**src/tprp_pkg.sv**
```systemverilog
// Package for the timed packet release pool.
// Holds sizes, action/status/writer codes and the shared structs.
// No dependencies.
package tprp_pkg;

  localparam int SLOT_COUNT = 32;
  localparam int SLOT_BYTES = 2048;
  localparam int DLY_W      = 32;
  localparam int CMP_W      = (DLY_W > 32) ? DLY_W : 32;
  localparam int SLOT_W     = $clog2(SLOT_COUNT);
  localparam int OFF_W      = $clog2(SLOT_BYTES);
  localparam int ADDR_W     = SLOT_W + OFF_W;
  localparam int MEM_DEPTH  = SLOT_COUNT * SLOT_BYTES;
  localparam int LEN_W      = 12;
  localparam int RDY_W      = 6;

  localparam logic [1:0] ACT_STORE = 2'd0;
  localparam logic [1:0] ACT_READ  = 2'd1;
  localparam logic [1:0] ACT_TICK  = 2'd2;
  localparam logic [1:0] ACT_QUERY = 2'd3;

  localparam logic [2:0] ST_TAKEN  = 3'd0;
  localparam logic [2:0] ST_STORED = 3'd1;
  localparam logic [2:0] ST_FULL   = 3'd2;
  localparam logic [2:0] ST_LONG   = 3'd3;
  localparam logic [2:0] ST_BYTE   = 3'd4;
  localparam logic [2:0] ST_NONE   = 3'd5;
  localparam logic [2:0] ST_TICK   = 3'd6;
  localparam logic [2:0] ST_QUERY  = 3'd7;

  localparam logic [1:0] WS_IDLE      = 2'd0;
  localparam logic [1:0] WS_STORE     = 2'd1;
  localparam logic [1:0] WS_DROP_FULL = 2'd2;
  localparam logic [1:0] WS_DROP_LONG = 2'd3;

  typedef struct packed {
    logic cap;
    logic st_do;
    logic scan_clr;
    logic scan_step;
    logic rd_start;
    logic rd_fin;
    logic out_load;
  } tprp_cmd_t;

  typedef struct packed {
    logic [1:0] act;
    logic       rd_active;
    logic       scan_last;
    logic       hit;
    logic       out_free;
  } tprp_sts_t;

  typedef struct packed {
    logic [2:0]       status;
    logic [7:0]       byte_out;
    logic             last;
    logic [LEN_W-1:0] len;
    logic [RDY_W-1:0] rdy;
    logic [31:0]      dly;
  } tprp_res_t;

endpackage

```
**src/tprp_ctrl.sv**
```systemverilog
// Controller state machine for the timed packet release pool.
// Depends on tprp_pkg; drives the datapath through tprp_cmd_t.
module tprp_ctrl
  import tprp_pkg::*;
(
  input  logic      clk,
  input  logic      rst_n,
  input  logic      in_tvalid,
  output logic      in_tready,
  input  tprp_sts_t sts,
  output tprp_cmd_t cmd
);

  localparam logic [2:0] S_IDLE  = 3'd0;
  localparam logic [2:0] S_DISP  = 3'd1;
  localparam logic [2:0] S_SCAN  = 3'd2;
  localparam logic [2:0] S_RSCAN = 3'd3;
  localparam logic [2:0] S_RADDR = 3'd4;
  localparam logic [2:0] S_RDATA = 3'd5;
  localparam logic [2:0] S_OUT   = 3'd6;

  logic [2:0] state_r, state_nxt;

  assign in_tready = (state_r == S_IDLE);

  always_comb begin
    cmd       = '0;
    state_nxt = state_r;
    unique case (state_r)
      S_IDLE: begin
        if (in_tvalid) begin
          cmd.cap   = 1'b1;
          state_nxt = S_DISP;
        end
      end
      S_DISP: begin
        unique case (sts.act)
          ACT_STORE: begin
            cmd.st_do = 1'b1;
            state_nxt = S_OUT;
          end
          ACT_READ: begin
            if (sts.rd_active) begin
              state_nxt = S_RADDR;
            end else begin
              cmd.scan_clr = 1'b1;
              state_nxt    = S_RSCAN;
            end
          end
          default: begin
            cmd.scan_clr = 1'b1;
            state_nxt    = S_SCAN;
          end
        endcase
      end
      S_SCAN: begin
        cmd.scan_step = 1'b1;
        if (sts.scan_last) begin
          state_nxt = S_OUT;
        end
      end
      S_RSCAN: begin
        if (sts.hit) begin
          cmd.rd_start = 1'b1;
          state_nxt    = S_RADDR;
        end else begin
          cmd.scan_step = 1'b1;
          if (sts.scan_last) begin
            state_nxt = S_OUT;
          end
        end
      end
      S_RADDR: state_nxt = S_RDATA;
      S_RDATA: begin
        cmd.rd_fin = 1'b1;
        state_nxt  = S_OUT;
      end
      S_OUT: begin
        if (sts.out_free) begin
          cmd.out_load = 1'b1;
          state_nxt    = S_IDLE;
        end
      end
      default: state_nxt = S_IDLE;
    endcase
  end

  always_ff @(posedge clk) begin
    if (!rst_n) begin
      state_r <= S_IDLE;
    end else begin
      state_r <= state_nxt;
    end
  end

`ifndef SYNTHESIS
  a_cap_only_idle: assert property (@(posedge clk) disable iff (!rst_n)
    cmd.cap |=> state_r == S_DISP)
    else $error("capture did not lead to dispatch");
`endif

endmodule

```
**config.mk**
```make
export PLATFORM = sky130hd
export DESIGN_NAME = tprp_ctrl
export DESIGN_NICKNAME = d
export VERILOG_FILES = /design/src/tprp_pkg.sv /design/src/tprp_ctrl.sv
export SDC_FILE = /design/constraint.sdc
export NUM_CORES = 1
export LEC_CHECK = 0
export BUFFER_PORTS_ARGS = -buffer_cell sky130_fd_sc_hd__buf_2
export CAP_MARGIN = 40
export CORE_AREA = 2 2 39 41
export DETAILED_ROUTE_END_ITERATION = 8
export DIE_AREA = 0 0 41 43
export PLACE_DENSITY = 0.52
export SYNTH_ARGS = -nofsm -noshare
export SYNTH_HDL_FRONTEND = slang
export SYNTH_SLANG_ARGS = --single-unit
```
**constraint.sdc**
```tcl
create_clock -name clk -period 2.5 [get_ports clk]
set_clock_uncertainty 0.2 [all_clocks]
set_input_delay 0.25 -clock clk [delete_from_list [all_inputs] [get_ports clk]]
set_output_delay 0.25 -clock clk [all_outputs]
set_load 0.1 [all_outputs]
```
## Word-level counts from Yosys, hierarchy flattened

Cells that the tools add are included.

- Register bits after elaboration: 3
- Input port bits: 9

- Equality and inequality tests: 9
- Mux-type cells: 20
- Reduce and logical (&&, ||, !) cells: 3

Operators with widths:

| operator | count |
|---|---|
| $pmux 3 s7 | 1 |
| $mux 3 | 5 |
| $mux 1 | 10 |
| $eq 3x3->1 const B | 3 |
| $eq 3x2->1 const B | 2 |
| $pmux 3 s2 | 1 |
| $ne 2x2->1 const B | 2 |
| $pmux 1 s2 | 2 |
| $eq 3x1->1 const B | 1 |
| $logic_not 3->1 | 1 |
| $eq 2x1->1 const B | 1 |
| $logic_not 2->1 | 1 |
| $mux 2 | 1 |
| $reduce_and 2->1 | 1 |

## Longest topological paths before layout

Gate-level depths: netlist of the first run.

- Depth after elaboration: 3
- Depth in mapped cells: 5

## Least setup slack after synthesis of the first run

OpenSTA, ideal clock, no wires.

- Path kind: reg2out
- Start point: register state_r[2]
- End point: output cmd[6] in the netlist's numbering
- Arrival time: 3507 ps
- Data required time: 2050 ps
- Slack: -1457 ps
- Stages on the path, launching flop included: 4
- Path buffers: 1
- Cell sequence: dfxtp_1 buf_4 nor3_1 and2_1

RTL lines:

| what | RTL line | RTL |
|---|---|---|
| from (decl) | tprp_ctrl.sv:22 | `logic [2:0] state_r, state_nxt;` |
| from (signal assigned) | tprp_ctrl.sv:92 | `state_r <= state_nxt;` |
| to (decl) | tprp_ctrl.sv:11 | `output tprp_cmd_t cmd` |

==> impl_metrics.csv, run 1 <==
group,metric,value,unit
outcome,status,"finished clean",
cts,cts_tree,"done",
cts,h-tree-depth,1,
global_routing,track_usage,8.032,%
place,place_ws,0.5449,ns
pwr,swShare,61.86,%
logic_synthesis,synth_cells,39,
detailed_routing,dr.pass1.iters,2,
floorplanning,design.die.area,1763,um2
detailed_routing,drt_iter0_drc,1,
sta,slew_headroom,67.93,%
layout,largest_reg_flops,3,
sta,finalCritPeriodShare,87.23,%
layout,final_common_cell,"buf_2",
detailed_routing,drt_drc_violations_left,0,
cts,ctsRootBufferMaster,"clkbuf_4",
setup_path,worst-path-buf-inv,2,
floorplanning,die_x,41,um
layout,fin_nets,66,
place,dp_hpwl,526.5,um
sta,setup_tns,0,ns
sta,slew_viol_final,0,
cts,cts_resized,0,
setup_path,crit_path_max_incr_delay,0.51,ns
global_routing,grt_max_degree,14,
logic_synthesis,synth_fp_nets,48,
layout,fillers,169,
setup_path,r2r_cells,3,
detailed_routing,ant_nets,0,
sta,hold_viol,0,
setup_path,worst-path-stages,4,
setup_path,cp-end-kind,"output pin",
detailed_routing,vias,321,
global_routing,grt-ovfl-total,0,
global_routing,grt_pass1_wl,910,um
pwr,internal-power,0.1970,mW
min_path,hold_class,"in2reg",
global_routing,grt_pass1_vias,254,
setup_path,r2r_slack,1.12,ns
setup_path,path_cells,"inv_4 -> or3_4 -> nor3_2 -> buf_2",
setup_path,r2r_end,"state_r[1]$_SDFFE_PN0P_",
pwr,p_leak,0.1807,nW
pwr,powerDensity,1294,nW/um2
layout,top_regs,"state_r: 3 flops",
sta,setup_slack,0.3193,ns
layout,area_growth,37.50,%
cts,cts_setup_buffers,0,
sta,tightest_slew,0.4844,ns
setup_path,start_kind,"flip-flop",
detailed_routing,wl_per_cell,9.069,um
pwr,switching_power,0.3195,mW
place,gp_congestion,0.7201,
floorplanning,floorplan.initialDensity,20.98,%
sta,grt_setup_unrepaired,"false",
logic_synthesis,ys_ff_latch,3,
logic_synthesis,yosysTopAreaCell,"dfxtp_1",
setup_path,path_max_fanout,9,
logic_synthesis,synth_area,290.3,um2
sta,fin_crit,2.181,ns
layout,drive_above_1_share,44.64,%
cts,cts_buffers,3,
setup_path,path_class,"reg2out",
pwr,seq_power_share,19.3,%
cts,cts.sinks,3,
setup_path,cp.arrival,1.73,ns
cts,ctsLongestPathBuffers,2,
detailed_routing,via_per_inst,4.458,
sta,fmaxAchievable,0.4586,GHz
run,maxCapViolations,0,
floorplanning,rows,14,
pwr,pwr-share-comb,64.6,%
cts,worstSkewPairLatency,0.23,ns
sta,setup_viol,0,
layout,antenna_cells,0,
layout,mostFrequentLayoutCells,"buf_2 (16), a21oi_1 (4), nor2_1 (4)",
global_routing,antenna_found_initial,0,
logic_synthesis,ys_warn_count,0,
logic_synthesis,synth.distinct_cells,23,
floorplanning,dieHeight,43,um
place,port_buffers,16,
logic_synthesis,synth.yosys.seq_area_share,20.69,%
floorplanning,ioPinCount,17,
place,place_area,372.9,um2
floorplanning,core-area,1384,um2
pwr,vdd_drop_max,384.5,uV
setup_path,reg2reg_from,"state_r[2]$_SDFFE_PN0P_",
cts,cts_hold_buf,0,
pwr,total_power,0.5165,mW
setup_path,worstPathRequired,2.05,ns
layout,regMostFlops,"state_r",
setup_path,cp_slowest_cell,"dfxtp_1",
setup_path,critPathLaunch,"state_r[0]$_SDFFE_PN0P_",
cts,clk_pin_slew,0.04,ns
detailed_routing,drt-total-wl,653,um
layout,fin_area,399.1,um2
logic_synthesis,syn_area_per_cell,7.443,um2
logic_synthesis,post-synth-top-area-fraction,20.69,%
logic_synthesis,synthTopCellsByArea,"dfxtp_1 (21%), buf_6 (7.8%), a21oi_1 (6.9%)",
setup_path,endpoint,"cmd[5]",
pwr,power_frac_clock,16.2,%
setup_path,critPathTopFamily,"buffers and inverters",
==> power groups by stage <==
stage	combinational (mW)	clock, mW	sequential [mW]
2_1_floorplan	0.341	0	0.0691
3_3_place_gp	0.335	0	0.100
3_5_place_dp	0.336	0	0.101
4_1_cts	0.336	0.0896	0.0996
5_1_grt	0.351	0.0914	0.105
6_report	0.333	0.0834	0.0996
==> cell families after synthesis <==
| logic type | share of synthesized area (%) |
|---|---|
| AND/OR/NAND/NOR | 42.24 |
| buffers and inverters | 13.79 |
| flip-flops | 20.69 |
| AO/OA/AOI/OAI | 23.28 |
==> metal layers <==
layer / wire, um / vias to the layer above / GRT usage, % / share of wire, %
met5: 0 / - / 0 / 0
met3: 47 / 0 / 1.571 / 7.2
met1: 259 / 137 / 9.003 / 40
met2: 346 / 9 / 11.56 / 53
li1: - / 175 / - / -
met4: 0 / 0 / 8.000 / 0
==> cells in the mapped netlist <==
library cell / count
o21ai_1: 2
a311oi_1: 1
inv_1: 1
a31oi_1: 1
and4_1: 1
dfxtp_1: 3
nand2b_1: 2
nor3_2: 1
nand2_1: 3
nor3b_1: 1
and2_1: 1
nor4b_1: 1
o22a_1: 1
buf_4: 1
o31a_1: 1
or3_4: 1
inv_4: 1
buf_6: 2
nor2_1: 5
and4bb_1: 1
nor3_1: 3
a21oi_1: 4
o21ai_0: 1
==> worst min-delay path, cell delays in order <==
cell     delay (ns)
buf_2          0.10
nand2_1        0.05
o21ai_1        0.06
==> worst min path at each step <==
stage	startpoint	end	slack (ns)	cells past startpoint
final	rst_n	state_r[2]$_SDFFE_PN0P_	0.06	3
after global routing	rst_n	state_r[1]$_SDFFE_PN0P_	0.08	2
after CTS	rst_n	state_r[2]$_SDFFE_PN0P_	0.06	3
after detailed placement	rst_n	state_r[2]$_SDFFE_PN0P_	0.31	3
after global placement	rst_n	state_r[2]$_SDFFE_PN0P_	0.31	3
after floorplan	rst_n	state_r[2]$_SDFFE_PN0P_	0.16	2
==> cell type report <==
| type | instances | area (um2) | share of cell area (%) |
|---|---|---|---|
| sequential | 3 | 60.06 | 15.05 |
| clock buffer | 4 | 26.28 | 6.583 |
| inverter | 2 | 10.01 | 2.508 |
| multi-input combinational | 31 | 202.7 | 50.78 |
| timing repair buffer | 16 | 80.08 | 20.06 |
| tap | 16 | 20.02 | 5.016 |
==> stage by stage <==
step / util (%) / hold slack, ns / std cells
after CTS: 28.84 / 0.06190 / 72
after global placement: 26.94 / 0.3056 / 68
after detailed placement: 26.94 / 0.3070 / 68
after floorplan: - / 0.1646 / 39
final: 28.84 / 0.06339 / 72
after global routing: 28.84 / 0.07809 / 72
Power figures use the tool's default switching activity.
==> run 2: changes to the inputs <==
ABC_CLOCK_PERIOD_IN_PS = 2400   (was unset)
clock period = 2.4 ns   (was 2.5 ns; I/O delays follow)
==> run 2 against run 1 <==
Non-clock buffer count stayed put. Register-to-register slack got worse by 0.11 ns. Die area did not move. Wire length up 12%. Cell count is the same. Critical path depth did not move. Sequential share of layout area decreased by 0.37 points. Combinational power rose by 6.3%. Critical endpoint unchanged.
==> impl_metrics.csv, run 2 (synthesis gave the netlist of run 1 again) <==
group,metric,value,unit
outcome,status,"finished clean",
pwr,vdd_drop_max,513.8,uV
sta,finalCritPeriodShare,92.72,%
setup_path,cp_slowest_cell,"dfxtp_1",
setup_path,path_max_fanout,9,
run,maxCapViolations,0,
layout,multi_input_comb_area,212.7,um2
layout,antenna_cells,0,
cts,ctsRootBufferMaster,"clkbuf_4",
layout,largest_reg_flops,3,
setup_path,cp.arrival,1.79,ns
global_routing,grt-ovfl-total,0,
place,port_buffers,16,
sta,slew_viol_final,0,
layout,regMostFlops,"state_r",
cts,cts_resized,0,
global_routing,antenna_found_initial,0,
floorplanning,die_x,41,um
layout,drive_above_1_share,46.43,%
cts,h-tree-depth,1,
setup_path,worstPathRequired,1.96,ns
sta,setup_viol,0,
cts,cts_setup_buffers,0,
global_routing,track_usage,9.619,%
detailed_routing,dr.pass1.iters,4,
layout,mostFrequentLayoutCells,"buf_2 (16), nor2_1 (4)",
sta,fmaxAchievable,0.4494,GHz
detailed_routing,via_per_inst,4.847,
setup_path,path_class,"reg2out",
detailed_routing,drt-total-wl,730,um
floorplanning,rows,14,
sta,whs,0.03550,ns
layout,top_regs,"state_r: 3 flops",
cts,cts_buffers,3,
detailed_routing,wl_per_cell,10.14,um
floorplanning,floorplan.initialDensity,20.98,%
sta,tightest_slew,0.4860,ns
detailed_routing,ant_nets,0,
setup_path,start_kind,"flip-flop",
pwr,p_leak,0.1830,nW
layout,final_common_cell,"buf_2",
detailed_routing,vias,349,
setup_path,cp-end-kind,"output pin",
setup_path,crit_path_max_incr_delay,0.53,ns
sta,hold_viol,0,
cts,worstSkewPairLatency,0.24,ns
cts,clk_pin_slew,0.04,ns
floorplanning,design.die.area,1763,um2
detailed_routing,drt_iter0_drc,6,
cts,cts_hold_buf,0,
cts,ctsLongestPathBuffers,2,
global_routing,grt_pass1_vias,309,
global_routing,grt_max_degree,14,
floorplanning,dieHeight,43,um
sta,fin_crit,2.225,ns
cts,cts.sinks,3,
min_path,hold_class,"in2reg",
sta,grt_setup_unrepaired,"false",
sta,slew_headroom,67.82,%
layout,fillers,156,
place,dp_hpwl,551.7,um
layout,fin_cells,72,
layout,area_growth,40.95,%
layout,fin_util,29.57,%
layout,regArea,60.06,um2
pwr,powerDensity,1349,nW/um2
cts,cts_tree,"done",
layout,fin_nets,66,
setup_path,path_cells,"inv_4 -> or3_4 -> nor3_4 -> buf_2",
place,gp_congestion,0.7406,
global_routing,grt_pass1_wl,1138,um
floorplanning,ioPinCount,17,
setup_path,r2r_slack,1.01,ns
floorplanning,core-area,1384,um2
place,place_inst,68,
detailed_routing,drt_drc_violations_left,0,
==> run 2: cell counts in the layout (fill, tap and decap cells not counted) <==
No cell type changed its count.
==> run 2: worst max-delay path: cells and delay by family (launching register included) <==
kind,cells,cell delay [ns]
simple gates,2,0.50
buf+inv,2,0.52
flops,1,0.53
==> run 2: stage by stage <==
step / cell area (um2) / setup TNS [ns] / worst slack [ns] / power (mW)
4_1_cts: 409.1 / 0 / 0.1670 / 0.5559
3_5_place_dp: 382.9 / 0 / 0.4222 / 0.4624
5_1_grt: 409.1 / 0 / 0.1010 / 0.5790
6_report: 409.1 / 0 / 0.1748 / 0.5518
2_1_floorplan: 312.8 / -0.6239 / -0.6239 / 0.4329
3_3_place_gp: 382.9 / 0 / 0.4542 / 0.4608
==> run 2: layer usage <==
layer	vias to the layer above	track usage, %	wire length, um
met2	18	15.63	359
met3	2	3.141	72
li1	176	-	-
met4	0	6.000	4
met5	-	0	0
met1	153	9.904	294
==> run 2: final cells by class <==
class | instances | area share, %
multi-input cells | 31 | 51.99
clock buffers | 4 | 6.422
flip-flops and latches | 3 | 14.68
repair buffers | 16 | 19.57
well taps | 16 | 4.893
inverters | 2 | 2.446
==> run 2: worst paths after layout <==
check	end	from	cells after the start
setup / recovery	cmd[5]	state_r[0]$_SDFFE_PN0P_	4
hold / removal	state_r[2]$_SDFFE_PN0P_	rst_n	3
setup reg to reg	state_r[1]$_SDFFE_PN0P_	state_r[2]$_SDFFE_PN0P_	3
hold reg to reg	state_r[0]$_SDFFE_PN0P_	state_r[2]$_SDFFE_PN0P_	2
==> run 2: power breakdown <==
part	switching, mW	leakage [nW]	internal, mW
combinational	0.273	0.143	0.0804
clock	0.0295	0.0150	0.0625
sequential	0.0420	0.0247	0.0641
==> run 3: changes to the inputs <==
--- a/config.mk
+++ b/config.mk
@@ -12,4 +12,5 @@
 export DETAILED_ROUTE_END_ITERATION = 8
 export DIE_AREA = 0 0 41 43
+export MAX_ROUTING_LAYER = met4
 export PLACE_DENSITY = 0.52
 export SYNTH_ARGS = -nofsm -noshare
==> constraint.sdc (replaced) <==
create_clock -name clk -period 2.4 [get_ports clk]
set_clock_uncertainty 0.2 [all_clocks]
set_input_delay 0.12 -clock clk [delete_from_list [all_inputs] [get_ports clk]]
set_output_delay 0.12 -clock clk [all_outputs]
set_load 0.1 [all_outputs]
==> run 3 against run 2 <==
Utilization up 0.27 points. Via count fell by 6.6%. Critical endpoint unchanged. Register-to-register slack hardly changed. Critical path depth did not move. Combinational power about the same. Setup slack improved by 0.16 ns. Critical path type unchanged. Cell count is 1.4% higher. Worst hold slack gained 0.094 ns. Clock power decreased by 6.2%. Count of clock-buffer cells in the layout stayed put. Wire length shrank 7.5%.
==> impl_metrics.csv, run 3 (synthesis gave the netlist of run 1 again) <==
group,metric,value,unit
outcome,status,"finished clean",
pwr,powerDensity,1312,nW/um2
layout,final_common_cell,"buf_2",
setup_path,path_class,"reg2out",
sta,setup_tns,0,ns
layout,area_growth,42.24,%
sta,slew_viol_final,0,
setup_path,r2r_slack,1.01,ns
global_routing,grt_pass1_wl,1021,um
cts,cts_buffers,3,
detailed_routing,via_per_inst,4.466,
detailed_routing,drt-total-wl,675,um
cts,worstSkewPairLatency,0.23,ns
sta,hold_viol,0,
floorplanning,dieHeight,43,um
layout,fin_nets,67,
layout,largest_reg_flops,3,
detailed_routing,ant_nets,0,
sta,finalCritPeriodShare,86.08,%
floorplanning,design.die.area,1763,um2
sta,fin_crit,2.066,ns
sta,slew_headroom,67.85,%
sta,tightest_slew,0.4855,ns
cts,clk_pin_slew,0.04,ns
setup_path,cp.arrival,1.75,ns
setup_path,start_kind,"flip-flop",
place,dp_hpwl,538.7,um
min_path,hold_class,"in2reg",
global_routing,track_usage,8.830,%
layout,antenna_cells,0,
setup_path,cp_slowest_cell,"dfxtp_1",
global_routing,grt-ovfl-total,0,
sta,setup_viol,0,
detailed_routing,dr.pass1.iters,2,
global_routing,grt_pass1_vias,284,
layout,regArea,60.06,um2
detailed_routing,wl_per_cell,9.247,um
detailed_routing,vias,326,
layout,mostFrequentLayoutCells,"buf_2 (16), nor2_1 (4)",
floorplanning,core-area,1384,um2
setup_path,path_max_fanout,9,
run,maxCapViolations,0,
global_routing,antenna_found_initial,0,
pwr,p_leak,0.1845,nW
setup_path,path_cells,"inv_4 -> or3_4 -> nor3_2 -> buf_2",
cts,ctsRootBufferMaster,"clkbuf_4",
floorplanning,die_x,41,um
setup_path,crit_path_max_incr_delay,0.52,ns
place,gp_congestion,0.7120,
cts,cts.sinks,3,
detailed_routing,drt_drc_violations_left,0,
sta,grt_setup_unrepaired,"false",
layout,multi_input_comb_area,206.4,um2
detailed_routing,drt_iter0_drc,4,
floorplanning,floorplan.initialDensity,20.98,%
floorplanning,ioPinCount,17,
setup_path,cp-end-kind,"output pin",
layout,top_regs,"state_r: 3 flops",
place,port_buffers,16,
cts,ctsLongestPathBuffers,2,
global_routing,grt_max_degree,14,
cts,h-tree-depth,1,
cts,cts_tree,"done",
sta,setup_slack,0.3341,ns
layout,regMostFlops,"state_r",
place,place_ws,0.5606,ns
sta,fmaxAchievable,0.4841,GHz
layout,fillers,161,
pwr,vdd_drop_max,391.5,uV
floorplanning,rows,14,
setup_path,worstPathRequired,2.08,ns
layout,drive_above_1_share,45.61,%
run 3: cell types whose count changed in the layout (fill, tap and decap cells not counted):
cell,previous run,this run
nor3_4,1,0
nor3_2,1,2
dlygate4sd3_1,0,1
run 3: final cells by class:
class | count | share of cell area, %
clock buffer | 4 | 6.364
sequential | 3 | 14.55
tap | 16 | 4.848
timing repair buffer | 17 | 21.82
inverter | 2 | 2.424
multi-input combinational | 31 | 50.00
run 3: layer usage:
metal  routed length, um  vias to the layer above  track usage [%]
met1                 280                      140            9.265
met2                 345                        9            14.06
li1                    -                      177                -
met5                   0                        -                -
met3                  49                        0            1.571
met4                   0                        0            6.000
run 3: what timing repair did:
item                                    CTS  global route
endpoints found under the setup margin    0             0
hold endpoints to repair                  3             0
hold buffers                              1             0
setup buffers                             0             0
gates resized for setup                   0             0
run 3: per-stage QoR:
stage               std cells  power, mW  instance area, um2  hold slack (ns)  utilization (%)
floorplan                  39     0.4300               306.5          0.03460                -
global placement           68     0.4573               376.6           0.1745            27.22
detailed placement         68     0.4573               376.6           0.1861            27.22
CTS                        73     0.5510               412.9           0.1234            29.84
global route               73     0.5769               412.9           0.1697            29.84
finish                     73     0.5418               412.9           0.1293            29.84
run 3: where the power goes:
group	total [mW]	leakage [nW]	internal (mW)	switching, mW
registers	0.105	0.0247	0.0642	0.0406
clock network	0.0863	0.0150	0.0622	0.0241
logic	0.351	0.145	0.0808	0.270
total	0.542	0.185	0.207	0.335
run 3: critical path: cells and delay by family (launching register included):
kind	cells	cell delay, ns
buffers and inverters	2	0.52
DFF	1	0.52
and+or+nand+nor	2	0.48
run 3: final timing paths:
kind,from,end,cells after the start
max,state_r[0]$_SDFFE_PN0P_,cmd[5],4
min,in_tvalid,state_r[0]$_SDFFE_PN0P_,5
max reg2reg,state_r[2]$_SDFFE_PN0P_,state_r[1]$_SDFFE_PN0P_,3
min reg2reg,state_r[2]$_SDFFE_PN0P_,state_r[0]$_SDFFE_PN0P_,2
